$ cat config.mk
export PLATFORM = sky130hd
export DESIGN_NAME = xmodem_block_receiver_core
export DESIGN_NICKNAME = d
export VERILOG_FILES = /design/src/hdl/xbr_pkg.sv /design/src/hdl/xmodem_block_receiver_core.sv /design/src/hdl/xbr_inreg.sv /design/src/hdl/xbr_fsm.sv /design/src/hdl/xbr_outreg.sv
export SDC_FILE = /design/constraint.sdc
export NUM_CORES = 1
export LEC_CHECK = 0
export BUFFER_PORTS_ARGS = -buffer_cell sky130_fd_sc_hd__buf_4
export CELL_PAD_IN_SITES_DETAIL_PLACEMENT = 1
export CELL_PAD_IN_SITES_GLOBAL_PLACEMENT = 2
export CORE_ASPECT_RATIO = 1.2
export CORE_MARGIN = 2
export CORE_UTILIZATION = 40
export CTS_BUF_LIST = sky130_fd_sc_hd__clkbuf_2 sky130_fd_sc_hd__clkbuf_4 sky130_fd_sc_hd__clkbuf_8
export CTS_CLUSTER_SIZE = 30
export DETAILED_ROUTE_END_ITERATION = 10
export PLACE_DENSITY_LB_ADDON = 0.1
export SYNTH_ARGS = -nofsm -noshare
export SYNTH_HDL_FRONTEND = slang
export SYNTH_HIERARCHICAL = 1
export SYNTH_SLANG_ARGS = --single-unit
$ cat constraint.sdc
create_clock -name aclk -period 5 [get_ports aclk]
set_clock_uncertainty 0.1 [all_clocks]
set_input_delay 0.25 -clock aclk [delete_from_list [all_inputs] [get_ports aclk]]
set_output_delay 0.25 -clock aclk [all_outputs]
set_load 0.02 [all_outputs]
$ cat src/hdl/xbr_pkg.sv
// ----------------------------------------------------------------------------
// xbr_pkg
// Shared types and constants of the XMODEM block receiver.
// ----------------------------------------------------------------------------
package xbr_pkg;

    localparam int unsigned BLOCK_BYTES_DEF = 128;
    localparam int unsigned INTERVAL_W      = 16;
    localparam logic [INTERVAL_W-1:0] NAK_INTERVAL_RST = 16'd50;

    localparam logic [7:0] CH_SOH = 8'h01;
    localparam logic [7:0] CH_EOT = 8'h04;
    localparam logic [7:0] CH_ACK = 8'h06;
    localparam logic [7:0] CH_NAK = 8'h15;

    localparam logic ACT_BYTE  = 1'b0;
    localparam logic ACT_TICK  = 1'b1;
    localparam logic KIND_DATA = 1'b0;
    localparam logic KIND_CTRL = 1'b1;

    typedef enum logic [2:0] {
        PH_WAIT,
        PH_HEADER,
        PH_BLKNUM,
        PH_BLKCMP,
        PH_DATA,
        PH_CHECK,
        PH_DONE
    } phase_t;

    typedef struct packed {
        logic       action;
        logic [7:0] rx_byte;
    } item_t;

    typedef struct packed {
        logic       kind;
        logic [7:0] value;
        logic       finished;
    } result_t;

endpackage

$ cat src/hdl/xmodem_block_receiver_core.sv
// A result reaches the master side through the input and result registers.
// Throughput: one input transfer per cycle; the input register frees whenever
// the result register is empty or being drained in the same cycle.
// Reset (aresetn low, synchronous): waiting for the first byte, counters zero,
// nak_interval back to 50, both registers empty.
// ----------------------------------------------------------------------------
// xmodem_block_receiver_core
// Receiver side of a simplified XMODEM transfer, 128-byte blocks by default.
// ----------------------------------------------------------------------------
module xmodem_block_receiver_core
    import xbr_pkg::*;
#(
    parameter int unsigned BLOCK_BYTES = BLOCK_BYTES_DEF
)
(
    input  logic                  aclk,
    input  logic                  aresetn,
    input  logic                  s_tvalid,
    output logic                  s_tready,
    input  logic [7:0]            s_tdata,   // rx_byte
    input  logic                  s_tuser,   // action
    output logic                  m_tvalid,
    input  logic                  m_tready,
    output logic [7:0]            m_tdata,   // value
    output logic                  m_tuser,   // kind
    output logic                  m_tlast,
    input  logic                  cfg_valid,
    output logic                  cfg_ready,
    input  logic [INTERVAL_W-1:0] cfg_data
);

    item_t   s_item;
    item_t   item;
    logic    item_valid;
    logic    take;
    logic    res_valid;
    logic    res_ready;
    result_t res;
    result_t m_res;

    assign s_item    = '{action: s_tuser, rx_byte: s_tdata};
    assign cfg_ready = 1'b1;
    assign m_tdata   = m_res.value;
    assign m_tuser   = m_res.kind;
    assign m_tlast   = m_res.finished;

    xbr_inreg u_inreg (
        .aclk       (aclk),
        .aresetn    (aresetn),
        .s_valid    (s_tvalid),
        .s_ready    (s_tready),
        .s_item     (s_item),
        .item_valid (item_valid),
        .item       (item),
        .take       (take)
    );

    xbr_fsm #(
        .BLOCK_BYTES (BLOCK_BYTES)
    ) u_fsm (
        .aclk       (aclk),
        .aresetn    (aresetn),
        .cfg_valid  (cfg_valid),
        .cfg_data   (cfg_data),
        .item_valid (item_valid),
        .item       (item),
        .res_ready  (res_ready),
        .take       (take),
        .res_valid  (res_valid),
        .res        (res)
    );

    xbr_outreg u_outreg (
        .aclk      (aclk),
        .aresetn   (aresetn),
        .res_valid (res_valid),
        .res_ready (res_ready),
        .res       (res),
        .m_valid   (m_tvalid),
        .m_ready   (m_tready),
        .m_res     (m_res)
    );

endmodule

$ cat src/hdl/xbr_inreg.sv
// ----------------------------------------------------------------------------
// xbr_inreg
// Input register holding one accepted item until the protocol logic takes it.
// ----------------------------------------------------------------------------
module xbr_inreg
    import xbr_pkg::*;
(
    input  logic  aclk,
    input  logic  aresetn,
    input  logic  s_valid,
    output logic  s_ready,
    input  item_t s_item,
    output logic  item_valid,
    output item_t item,
    input  logic  take
);

    logic  valid_reg;
    logic  valid_next;
    item_t item_reg;

    assign s_ready    = !valid_reg || take;
    assign item_valid = valid_reg;
    assign item       = item_reg;

    always_comb begin
        valid_next = valid_reg;
        if (s_valid && s_ready) begin
            valid_next = 1'b1;
        end else if (take) begin
            valid_next = 1'b0;
        end
    end

    always_ff @(posedge aclk) begin
        if (!aresetn) begin
            valid_reg <= 1'b0;
        end else begin
            valid_reg <= valid_next;
        end
    end

    always_ff @(posedge aclk) begin
        if (s_valid && s_ready) begin
            item_reg <= s_item;
        end
    end

endmodule

$ cat src/hdl/xbr_fsm.sv
// ----------------------------------------------------------------------------
// xbr_fsm
// Protocol state machine: NAK timer, block framing and result generation.
// ----------------------------------------------------------------------------
module xbr_fsm
    import xbr_pkg::*;
#(
    parameter int unsigned BLOCK_BYTES = BLOCK_BYTES_DEF
)
(
    input  logic                  aclk,
    input  logic                  aresetn,
    input  logic                  cfg_valid,
    input  logic [INTERVAL_W-1:0] cfg_data,
    input  logic                  item_valid,
    input  item_t                 item,
    input  logic                  res_ready,
    output logic                  take,
    output logic                  res_valid,
    output result_t               res
);

    localparam int unsigned CNT_W = $clog2(BLOCK_BYTES);
    localparam logic [CNT_W-1:0] CNT_LAST = CNT_W'(BLOCK_BYTES - 1);

    phase_t                phase_reg;
    phase_t                phase_next;
    logic [CNT_W-1:0]      count_reg;
    logic [CNT_W-1:0]      count_next;
    logic [INTERVAL_W-1:0] tick_reg;
    logic [INTERVAL_W-1:0] tick_next;
    logic [INTERVAL_W-1:0] interval_reg;
    logic [INTERVAL_W-1:0] tick_inc;
    logic                  emit;

    assign take      = item_valid && res_ready;
    assign res_valid = take && emit;
    assign tick_inc  = tick_reg + INTERVAL_W'(1);

    always_ff @(posedge aclk) begin
        if (!aresetn) begin
            interval_reg <= NAK_INTERVAL_RST;
        end else if (cfg_valid) begin
            interval_reg <= cfg_data;
        end
    end

    always_ff @(posedge aclk) begin
        if (!aresetn) begin
            phase_reg <= PH_WAIT;
            count_reg <= '0;
            tick_reg  <= '0;
        end else begin
            phase_reg <= phase_next;
            count_reg <= count_next;
            tick_reg  <= tick_next;
        end
    end

    always_comb begin
        phase_next = phase_reg;
        count_next = count_reg;
        tick_next  = tick_reg;
        emit       = 1'b0;
        res        = '{kind: KIND_CTRL, value: CH_NAK, finished: 1'b0};
        if (take && phase_reg != PH_DONE) begin
            if (item.action == ACT_TICK) begin
                if (phase_reg == PH_WAIT) begin
                    tick_next = tick_inc;
                    if (tick_inc >= interval_reg) begin
                        tick_next = '0;
                        emit      = 1'b1;
                    end
                end
            end else begin
                unique case (phase_reg)
                    PH_WAIT, PH_HEADER: begin
                        priority if (item.rx_byte == CH_SOH) begin
                            phase_next = PH_BLKNUM;
                        end else if (item.rx_byte == CH_EOT) begin
                            phase_next   = PH_DONE;
                            emit         = 1'b1;
                            res.value    = CH_ACK;
                            res.finished = 1'b1;
                        end else begin
                            phase_next = PH_HEADER;
                            emit       = 1'b1;
                        end
                    end
                    PH_BLKNUM: begin
                        count_next = '0;
                        phase_next = PH_BLKCMP;
                    end
                    PH_BLKCMP: begin
                        phase_next = PH_DATA;
                    end
                    PH_DATA: begin
                        emit      = 1'b1;
                        res.kind  = KIND_DATA;
                        res.value = item.rx_byte;
                        if (count_reg == CNT_LAST) begin
                            count_next = '0;
                            phase_next = PH_CHECK;
                        end else begin
                            count_next = count_reg + CNT_W'(1);
                        end
                    end
                    PH_CHECK: begin
                        phase_next = PH_HEADER;
                        emit       = 1'b1;
                        res.value  = CH_ACK;
                    end
                    default: begin
                        phase_next = phase_reg;
                    end
                endcase
            end
        end
    end

    a_fin_closes: assert property (@(posedge aclk) disable iff (!aresetn)
        res_valid && res.finished |=> phase_reg == PH_DONE)
        else $error("finishing ack did not close the session");

    a_done_silent: assert property (@(posedge aclk) disable iff (!aresetn)
        phase_reg == PH_DONE |-> !res_valid)
        else $error("result after session end");

    a_count_idle: assert property (@(posedge aclk) disable iff (!aresetn)
        phase_reg != PH_DATA |-> count_reg == '0)
        else $error("data count nonzero outside data phase");

    a_data_phase: assert property (@(posedge aclk) disable iff (!aresetn)
        res_valid && res.kind == KIND_DATA |-> phase_reg == PH_DATA)
        else $error("data result outside data phase");

endmodule

$ cat src/hdl/xbr_outreg.sv
// ----------------------------------------------------------------------------
// xbr_outreg
// Result register on the master side, loaded while empty or draining.
// ----------------------------------------------------------------------------
module xbr_outreg
    import xbr_pkg::*;
(
    input  logic    aclk,
    input  logic    aresetn,
    input  logic    res_valid,
    output logic    res_ready,
    input  result_t res,
    output logic    m_valid,
    input  logic    m_ready,
    output result_t m_res
);

    logic    valid_reg;
    logic    valid_next;
    result_t res_reg;

    assign res_ready = !valid_reg || m_ready;
    assign m_valid   = valid_reg;
    assign m_res     = res_reg;

    always_comb begin
        valid_next = valid_reg;
        if (res_valid && res_ready) begin
            valid_next = 1'b1;
        end else if (m_ready) begin
            valid_next = 1'b0;
        end
    end

    always_ff @(posedge aclk) begin
        if (!aresetn) begin
            valid_reg <= 1'b0;
        end else begin
            valid_reg <= valid_next;
        end
    end

    always_ff @(posedge aclk) begin
        if (res_valid && res_ready) begin
            res_reg <= res;
        end
    end

endmodule

Yosys cells after proc, flatten, opt, wreduce, memory -nomap -nowiden
Index checks and enable logic that the tools add are counted.
Widths: inputs -> output; s select.
- bitwise logic cells: 3
- add/sub/neg operators: 2
- multiplexer cells: 21
- magnitude comparators: 1
- reductions and logical operators: 21
- eq/ne operators: 10
- operators by type and width (operator ; count):
    $pmux 8 s3 ; 1
    $add 16x1->16 const B ; 1
    $ge 16x16->1 ; 1
    $mux 16 ; 1
    $pmux 3 s5 ; 1
    $pmux 7 s2 ; 1
    $mux 1 ; 10
    $mux 3 ; 3
    $mux 9 ; 1
    $eq 8x1->1 const B ; 1
    $eq 8x3->1 const B ; 1
    $add 7x1->7 const B ; 1
    $eq 7x7->1 const B ; 1
    $mux 7 ; 1
    $eq 3x2->1 const B ; 2
    $eq 3x3->1 const B ; 2
    $mux 6 ; 1
    $reduce_and 3->1 ; 2
    $reduce_bool 2->1 ; 3
    $reduce_or 2->1 ; 3
    $logic_and 1x1->1 ; 5
    $reduce_bool 5->1 ; 1
    $reduce_and 4->1 ; 1
    $reduce_or 4->1 ; 1
    8 further kinds ; 12
- flip-flop bits (word level): 63
- input port bits: 30

Longest topological paths before layout
- depth in word-level cells: 9
- mapped depth: 14
- mapped depth without buffers: 14

Cells and area by module
The synthesis kept the hierarchy.
- modules (own cells, without submodules) (module ; area an instance (um^2) ; cells an instance ; instances ; sequential area each (um^2)):
    xbr_fsm ; 2547.4 ; 315 ; 1 ; 840.8
    xbr_outreg ; 357.8 ; 15 ; 1 ; 320.3
    xbr_inreg ; 327.8 ; 14 ; 1 ; 290.3
    xmodem_block_receiver_core ; 11.3 ; 2 ; 1 ; 0.0

Worst setup path after synthesis
No wires, ideal clock.
- path kind: register to register
- from: register u_fsm.tick_reg[0]
- to: register u_outreg.res_reg (netlist bit u_outreg/m_res[0]), enable pin
- arrival: 2.964 ns
- setup time: 0.303 ns
- setup slack: 1.633 ns
- path buffers: 0
- stages on the path, launching flop included: 14
- cell sequence: dfxtp_1 -> ha_1 -> nand3_1 -> nor2_1 -> nand3_1 -> nor2_1 -> xor2_1 -> ha_1 -> and4_1 -> nand2_1 -> a2111oi_2 -> nor3b_1 -> a221oi_1 -> and2_4
- cells in the longest elaborated chain, start to end: 8
- RTL lines (element ; line ; RTL):
    from (decl) ; xbr_fsm.sv:30 ; logic [INTERVAL_W-1:0] tick_reg;
    from (signal assigned) ; xbr_fsm.sv:56 ; tick_reg <= tick_next;
    $add 16x1->16 ; xbr_fsm.sv:38 ; assign tick_inc = tick_reg + INTERVAL_W'(1);
    $ge 16x16->1 ; xbr_fsm.sv:70 ; if (tick_inc >= interval_reg) begin
    $mux 1 ; xbr_fsm.sv:70 ;
    $mux 1 ; xbr_fsm.sv:68 ; if (phase_reg == PH_WAIT) begin
    $mux 1 ; xbr_fsm.sv:67 ; if (item.action == ACT_TICK) begin
    $mux 1 ; xbr_fsm.sv:66 ; if (take && phase_reg != PH_DONE) begin
    $logic_and 1x1->1 ; xbr_fsm.sv:37 ; assign res_valid = take && emit;
    via res_valid ; xmodem_block_receiver_core.sv:36 ; logic res_valid;
    $logic_and 1x1->1 ; xbr_outreg.sv:44 ; if (res_valid && res_ready) begin
    to (signal assigned) ; xbr_outreg.sv:45 ; res_reg <= res;
    to (decl) ; xbr_outreg.sv:20 ; result_t res_reg;
The timed path passes the listed nets, and every way through them passes these cells.
A chain may end at the register's enable or synchronous reset.

Worst setup path after layout
- from: register u_fsm.tick_reg[0]
- to: register u_outreg.res_reg (netlist bit u_outreg/m_res[5]), enable pin
Same word-level chain as after synthesis.

==> results.sh <==
export IMPL_clk_latency_ps=350
export IMPL_grt_pass1_wl_um=13100
export IMPL_cellPowerDensity_mw_per_mm2=308
export IMPL_wl_um=8230
export IMPL_final_cell_mix="dfxtp_1 (44), buf_4 (42), nor2_1 (41)"
export IMPL_place_congestion=0.717
export IMPL_layout_nets=451
export IMPL_hold_path_class="primary input to flip-flop"
export IMPL_antenna_found_initial=0
export IMPL_path_max_fanout=10
export IMPL_fp_row_count=36
export IMPL_cts_sinks=63
export IMPL_finalHoldViolCount=0
export IMPL_synth_edf_count=19
export IMPL_synth_top_flop_cell="dfxtp_1"
export IMPL_tightest_slew_ps=913
export IMPL_end_kind="flip-flop"
export IMPL_tritoncts="done"
export IMPL_layout_commonest_cell="dfxtp_1"
export IMPL_required_ps=4950
export IMPL_fin_crit_ps=3830
export IMPL_drc=0
export IMPL_worst_ep_arrival_time_ps=3780
export IMPL_worstPathCellList="ha_1 -> nand3_1 -> nor2_1 -> nand3_1 -> nor2_1 -> xor2_1 -> ha_1 -> and4_1 -> nand2_1 -> a2111oi_2 -> nor3b_1 -> a221oi_1 -> and2_4"
export IMPL_leakagePower_nw=1.63
export IMPL_grt_usage_pct=19.7
export IMPL_initial_core_util_pct=40.5
export IMPL_slowest_delay_ps=450
export IMPL_die_x_um=86.2
export IMPL_yosysUniqueCellTypes=48
export IMPL_wl_per_cell_um=16.5
export IMPL_syn_avg_cell_area_sq_um=9.38
export IMPL_port_buffers=41
export IMPL_final_cells=500
export IMPL_drtIter0Drc=81
export IMPL_io_pins=43
export IMPL_hpwl_um=6210
export IMPL_cts_made_buffers=9
export IMPL_ctsResizeCount=0
export IMPL_clk_pin_slew_ps=90
export IMPL_viasPerCell=5.24
export IMPL_start_kind="flip-flop"
export IMPL_synth_cells=346
export IMPL_syn_area_sq_mm=0.00324
export IMPL_rsz0062_at_grt="no"
export IMPL_fmax_mhz=261
export IMPL_power_w=0.00123
export IMPL_max_vdd_ir_drop_v=0.000166
export IMPL_vias=2621
export IMPL_critPathKind="flip-flop to flip-flop"
export IMPL_slew_headroom_pct=38.9
export IMPL_root_buffer="clkbuf_8"
export IMPL_setup_tns_ps=0
export IMPL_first_pass_iters=4
export IMPL_ys_async_sr_fraction_pct=0
export IMPL_seq_area_frac_synth_pct=44.7
export IMPL_grt_overflow=0
export IMPL_max_cap_violations=0
export IMPL_h_tree_depth=3
export IMPL_antenna_cells=0
export IMPL_setup_violations=0
export IMPL_placed_cells=474
export IMPL_first_global_vias=2699
export IMPL_syn_to_final_growth_pct=23.1
export IMPL_grt_max_degree=20
export IMPL_cts_setup_buffers=0
export IMPL_dieArea_sq_mm=0.00885
export IMPL_period_share_pct=76.6
export IMPL_cts_buffer_depth=2
export IMPL_core_sq_mm=0.00802
export IMPL_outcome="completed"
export IMPL_crit_slowest_cell="a2111oi_2"
export IMPL_ant_nets=0
export IMPL_synth_nets=397
export IMPL_die_y_um=103
export IMPL_drive_gt1_share_pct=18.3
export IMPL_synth_warning_count=6
export IMPL_ys_ff_latch=63
export IMPL_slew_viol_final=0
## Yosys cell counts (5+ instances only)
cell type  number  area (sq um)
nor3_1          5          25.0
or3_1           5          31.3
o21ai_0         7          35.0
mux2i_1        13           130
nand3_1        19          95.1
o21ai_1         8          40.0
dfxtp_1        44           881
edfxtp_1       19           571
nand2_1        29           109
xnor2_1        12           105
inv_1          28           105
xor2_1          5          43.8
a22o_1          8          70.1
nor2_1         41           154
o211ai_1        5          37.5
a21oi_1        15          75.1
ha_1           21           263
## per-layer routing
metal  part of all wire [%]  GRT usage (%)
met1                     40           21.5
met2                     55           36.9
met3                    2.5           4.32
met4                    2.2           7.57
met5                      0              0
## what timing repair did
action	in CTS	in global routing
setup endpoints to repair	0	0
endpoints found under the hold margin	10	0
hold buffers	10	0
## final timing paths
kind / startpoint / to / slack (ps) / cells past startpoint
setup reg to reg: u_fsm/tick_reg[0] / u_outreg/m_res[5] / 1170 / 13
setup / recovery: u_fsm/tick_reg[0] / u_outreg/m_res[5] / 1170 / 13
hold reg to reg: u_fsm/tick_reg[15] / u_fsm/tick_reg[15] / 370 / 1
hold / removal: cfg_data[4] / u_fsm/interval_reg[4] / 20 / 3
## where the power goes
| part | switching [W] | total, W | internal [W] |
|---|---|---|---|
| logic | 0.0000547 | 0.000108 | 0.0000528 |
| clock network | 0.000231 | 0.000570 | 0.000339 |
| registers | 0.0000114 | 0.000555 | 0.000543 |
| total | 0.000297 | 0.00123 | 0.000935 |
## metrics by stage
stage	instance area, sq um	setup slack (ps)	hold slack [ps]	util [%]
floorplan	3240	1630	249	-
global placement	3640	1300	329	45.4
detailed placement	3640	1170	330	45.4
CTS	4000	1140	1.22	49.8
global route	4000	695	23.4	49.8
finish	4000	1170	16.3	49.8
## cells by family (layout without fill, tap and decap cells)
| logic type | count (synthesis) | after routing | share of synthesized area [%] |
|---|---|---|---|
| other | 1 | 1 | 0.116 |
| AO/OA/AOI/OAI | 59 | 59 | 12.8 |
| AND/OR/NAND/NOR | 133 | 133 | 20.9 |
| buffers and inverters | 39 | 98 | 4.74 |
| XOR/XNOR | 17 | 17 | 4.59 |
| flip-flops | 63 | 63 | 44.7 |
| adder cells (fa/ha/maj) | 21 | 21 | 8.10 |
| multiplexers | 13 | 13 | 4.01 |
## cell type report
class	instances	area (sq um)
clock buffer	9	124
sequential	63	1450
clock inverter	7	128
inverter	30	113
tap	95	119
multi-input combinational	244	1650
timing repair buffer	52	415
fill	929	4020
## worst max-delay path, delay by kind of cell (launching register included)
family                     cells  cell delay, ps
AOI/OAI and AO/OA              2             820
xor gates and xnor gates       1             100
adders and majority gates      2             570
DFF                            1             430
and+or+nand+nor                8            1520
No activity file was read; power rests on OpenSTA's default activity.
